===== src/rtl/core/dlta_sqrt_pipe.sv =====
// pipelined integer square root, one result bit per stage, sideband carried along
// depends on nothing but its parameters
module dlta_sqrt_pipe #(
  parameter int unsigned R_BITS = 31,
  parameter int unsigned SIDE_W = 8
) (
  input  logic                  clk,
  input  logic                  rst,
  input  logic                  en,
  input  logic                  in_valid,
  input  logic [2*R_BITS-1:0]   in_rad,
  input  logic [SIDE_W-1:0]     in_side,
  output logic                  out_valid,
  output logic [R_BITS-1:0]     out_root,
  output logic [SIDE_W-1:0]     out_side
);

  logic                  st_valid [R_BITS];
  logic [R_BITS+1:0]     st_rem   [R_BITS];
  logic [R_BITS-1:0]     st_root  [R_BITS];
  logic [2*R_BITS-1:0]   st_rad   [R_BITS];
  logic [SIDE_W-1:0]     st_side  [R_BITS];

  logic                  p_valid  [R_BITS];
  logic [R_BITS+1:0]     p_rem    [R_BITS];
  logic [R_BITS-1:0]     p_root   [R_BITS];
  logic [2*R_BITS-1:0]   p_rad    [R_BITS];
  logic [SIDE_W-1:0]     p_side   [R_BITS];

  logic [R_BITS+1:0]     n_rem    [R_BITS];
  logic [R_BITS-1:0]     n_root   [R_BITS];

  always_comb begin
    logic [R_BITS+3:0] shifted;
    logic [R_BITS+3:0] trial;
    logic              ge;
    p_valid[0] = in_valid;
    p_rem[0]   = '0;
    p_root[0]  = '0;
    p_rad[0]   = in_rad;
    p_side[0]  = in_side;
    for (int i = 1; i < R_BITS; i++) begin
      p_valid[i] = st_valid[i-1];
      p_rem[i]   = st_rem[i-1];
      p_root[i]  = st_root[i-1];
      p_rad[i]   = {st_rad[i-1][2*R_BITS-3:0], 2'b00};
      p_side[i]  = st_side[i-1];
    end
    for (int i = 0; i < R_BITS; i++) begin
      shifted   = {p_rem[i], p_rad[i][2*R_BITS-1:2*R_BITS-2]};
      trial     = {2'b00, p_root[i], 2'b01};
      ge        = shifted >= trial;
      n_rem[i]  = ge ? (R_BITS+2)'(shifted - trial) : shifted[R_BITS+1:0];
      n_root[i] = {p_root[i][R_BITS-2:0], ge};
    end
  end

  always_ff @(posedge clk) begin
    if (rst) begin
      for (int i = 0; i < R_BITS; i++) st_valid[i] <= 1'b0;
    end else if (en) begin
      for (int i = 0; i < R_BITS; i++) st_valid[i] <= p_valid[i];
    end
  end

  always_ff @(posedge clk) begin
    if (en) begin
      for (int i = 0; i < R_BITS; i++) begin
        st_rem[i]  <= n_rem[i];
        st_root[i] <= n_root[i];
        st_rad[i]  <= p_rad[i];
        st_side[i] <= p_side[i];
      end
    end
  end

  assign out_valid = st_valid[R_BITS-1];
  assign out_root  = st_root[R_BITS-1];
  assign out_side  = st_side[R_BITS-1];

endmodule


===== config.mk =====
export PLATFORM = sky130hd
export DESIGN_NAME = dlta_sqrt_pipe
export DESIGN_NICKNAME = d
export VERILOG_FILES = /design/src/rtl/core/dlta_sqrt_pipe.sv
export SDC_FILE = /design/constraint.sdc
export NUM_CORES = 2
export LEC_CHECK = 0
export BUFFER_PORTS_ARGS = -buffer_cell sky130_fd_sc_hd__buf_2
export CAP_MARGIN = 20
export CORE_MARGIN = 4
export CORE_UTILIZATION = 35
export DETAILED_ROUTE_END_ITERATION = 6
export PLACE_DENSITY_LB_ADDON = 0.1
export SETUP_SLACK_MARGIN = 0.5
export SYNTH_ARGS = -nofsm -noshare
export SYNTH_HDL_FRONTEND = slang
export SYNTH_MEMORY_MAX_BITS = 65536
export SYNTH_SLANG_ARGS = --single-unit

===== constraint.sdc =====
create_clock -name clk -period 5.1 [get_ports clk]
set_input_delay 0.255 -clock clk [delete_from_list [all_inputs] [get_ports clk]]
set_output_delay 0.255 -clock clk [all_outputs]
set_load 0.01 [all_outputs]

==> flow_summary_export.csv <==
group,metric,value,unit
outcome,status,"completed",
routing,route.detailed.drc,0,
clocking,clockBufferDepth,4,
routing,postRouteAntennaNets,0,
clocking,cts_made_buffers,311,
hold_path,min_path_type,"in2reg",
clocking,cts-root-buf,"clkbuf_16",
final_layout,fill_cells,31500,
yosys,synth_area_leader_cell,"edfxtp_1",
sta,hold_violations,0,
clocking,cts_tree,"done",
critical_path,cpMaxStageDelayCell,"a21oi_2",
critical_path,critical_path_class,"reg2reg",
floorplanning,start_util,35.2,%
global_route,grt_usage,14.5,%
critical_path,path_common_cell,"o21ai_0",
final_layout,final_common_cell,"edfxtp_1",
yosys,synthCells,8850,
yosys,syn_area_per_cell,13.4,um2
global_route,antenna_found_initial,6,
placement,port_buffers,113,
clocking,clk_pin_slew,60,ps
floorplanning,fp.dieH,591,um
yosys,synth_nets,9452,
sta,period_share,83.0,%
yosys,synth_edf_count,2647,
floorplanning,die_w,591,um
routing,drtPass1Iterations,5,
placement,dp.final_hpwl,185,mm
final_layout,finalNetCount,9920,
sta,fin_crit,4230,ps
run,drv_cap,0,
pwr,ir_worst_vdd,0.290,mV
sta,worst_slack,869,ps
placement,place_area,126000,um2
placement,place_inst,13400,
final_layout,syn2layout_area_growth,14.8,%
critical_path,path_max_fanout,24,
final_layout,mostFrequentLayoutCells,"edfxtp_1, inv_1, nand2_1",
yosys,synth_seq_cells,2647,
clocking,cts-htree-levels,5,
floorplanning,ioPinCount,114,
pwr,powerDensity,450,nW/um2
placement,gp_congestion,0.860,
yosys,ys_warn_count,0,
sta,setup_viol,0,
critical_path,end_kind,"flop",
clocking,post-cts-setup-buffers,0,
critical_path,critPathTopFamily,"compound AO/OA/AOI/OAI gates",
yosys,synth.area.top_cells,"edfxtp_1, ha_1, xor2_1, xnor2_1, inv_1",
sta,slew_viol_final,0,
sta,fin_tns_setup,0,ps
sta,rsz0062_at_grt,"no",
placement,pre_cts_slack,874,ps
routing,wl_per_cell,18.4,um
floorplanning,coreArea,338000,um2
routing,num_vias,69200,
pwr,finalPower,61.5,mW
critical_path,cp.required,5700,ps
critical_path,path_cells,"ha_1, a2111oi_1, o21ai_0, a32oi_1, a21oi_1, a41o_1, a21oi_2, buf_4, o21ai_0",
floorplanning,rows,213,
yosys,synth_top_area_share,66.8,%
routing,totalWireLength,259,mm
final_layout,stdcell_count,14100,
global_route,grt_max_degree,166,
routing,drt_iter0_drc,4532,
critical_path,worst-path-buf-inv,1,
yosys,ys_seq_area_share,66.8,%
clocking,clk_latency,880,ps
yosys,synth-main-ff-cell,"edfxtp_1",
sta,tightest_slew,977,ps
sta,finClkSkew,43.4,ps
routing,viasPerCell,4.92,
global_route,globalRoute.totalOverflow,0,
yosys,yosysUniqueCellTypes,107,
critical_path,max_stage_delay,710,ps
final_layout,drive_above_1_share,8.18,%
global_route,first_global_vias,69600,
critical_path,arrival,4830,ps
final_layout,final_area,137000,um2
sta,slew_headroom,34.0,%
yosys,syn_area,119000,um2
sta,fmax,0.236,GHz
yosys,synthArstFlopShare,0,%
critical_path,startpoint_type,"flop",
global_route,grt_pass1_wl,406,mm
clocking,cts_sinks,2647,
floorplanning,die_area,349000,um2
pwr,p_leak,51.1,nW
[where the power goes]
| group | internal [mW] | switching [mW] | leakage [nW] | total [mW] |
|---|---|---|---|---|
| Combinational | 4.57 | 6.45 | 20.8 | 11.0 |
| Sequential | 27.2 | 1.73 | 25.5 | 28.9 |
| Clock | 12.6 | 8.89 | 4.79 | 21.5 |
| Total | 44.4 | 17.1 | 51.1 | 61.5 |
[final cells by class]
class                           instances  area [um2]  area share (%)
Antenna cell                            2        5.00         0.00366
Sequential cell                      2647       79500            58.2
Tap cell                             4515        5650            4.13
Clock buffer                          383        8160            5.97
Multi-Input combinational cell       5369       36500            26.7
Inverter                              672        2520            1.85
Clock inverter                        177        1720            1.26
Timing Repair Buffer                  317        2680            1.96
[Yosys cell counts, types with 29 or more instances]
master / instances
or4_1: 71
inv_1: 661
xor2_1: 409
a21oi_1: 481
o21bai_1: 56
nand2b_1: 86
o21ai_0: 438
nor3_1: 222
o21ai_1: 44
ha_1: 528
clkbuf_1: 125
a31oi_1: 42
nor4_1: 106
nor2b_1: 86
nand4_1: 93
or2_2: 40
nand2_1: 632
a21o_1: 224
nand3_1: 147
nor2_1: 484
o211ai_1: 29
mux2_2: 53
edfxtp_1: 2647
o31ai_1: 58
a211oi_1: 44
and3_1: 45
and2_1: 48
o21a_1: 94
or3_1: 98
xnor2_1: 360
[registers in the layout (all words and copies together), names as in the netlist]
| signal | count |
|---|---|
| st_rad | 930 |
| st_rem | 942 |
| st_root | 496 |
| st_side | 248 |
| st_valid | 31 |
[worst paths after layout]
check	start	end	slack [ps]	cells past startpoint
hold / removal	in_rad[0]	st_rad[0][0]$_DFFE_PP_	100	2
setup / recovery	st_rem[1][167]$_DFFE_PP_	st_rem[1][209]$_DFFE_PP_	870	9
hold reg to reg	st_rad[0][771]$_DFFE_PP_	st_rad[0][835]$_DFFE_PP_	410	0
setup reg to reg	st_rem[1][167]$_DFFE_PP_	st_rem[1][209]$_DFFE_PP_	870	9
[worst register-to-register path, cell delays in order, from the launching register on]
cell       delay, ps
edfxtp_1         400
ha_1             400
a2111oi_1        680
o21ai_0          200
a32oi_1          420
a21oi_1          220
a41o_1           320
a21oi_2          710
buf_4            420
o21ai_0          180
[per-layer routing]
| layer | routed length (um) | track usage (%) | vias up |
|---|---|---|---|
| met5 | 284 | 0 | - |
| met4 | 7720 | 4.50 | 2 |
| met3 | 7980 | 1.80 | 450 |
| met2 | 129000 | 25.3 | 1077 |
| met1 | 115000 | 18.9 | 33800 |
| li1 | - | - | 33900 |
[timing repair]
item | 4_1_cts | 5_1_grt
hold endpoints to repair | 148 | 0
hold buffers | 121 | 0
resized for setup | 0 | 0
[stage by stage]
step / utilization, % / hold slack [ps]
after global routing: 40.5 / 16.7
after floorplan: - / 354
after detailed placement: 37.2 / 405
after global placement: 37.2 / 400
final: 40.5 / 103
after CTS: 40.5 / 0.253
[cell families after synthesis]
group / count (synthesis) / share of synthesized area, %
fa+ha+maj: 528 / 5.55
flops: 2647 / 66.8
other cells: 1 / 0.00315
xor+xnor: 769 / 5.66
mux: 77 / 0.709
buf+inv: 834 / 2.67
compound gates: 1735 / 9.15
simple gates: 2259 / 9.47
Power figures use the tool's default switching activity.
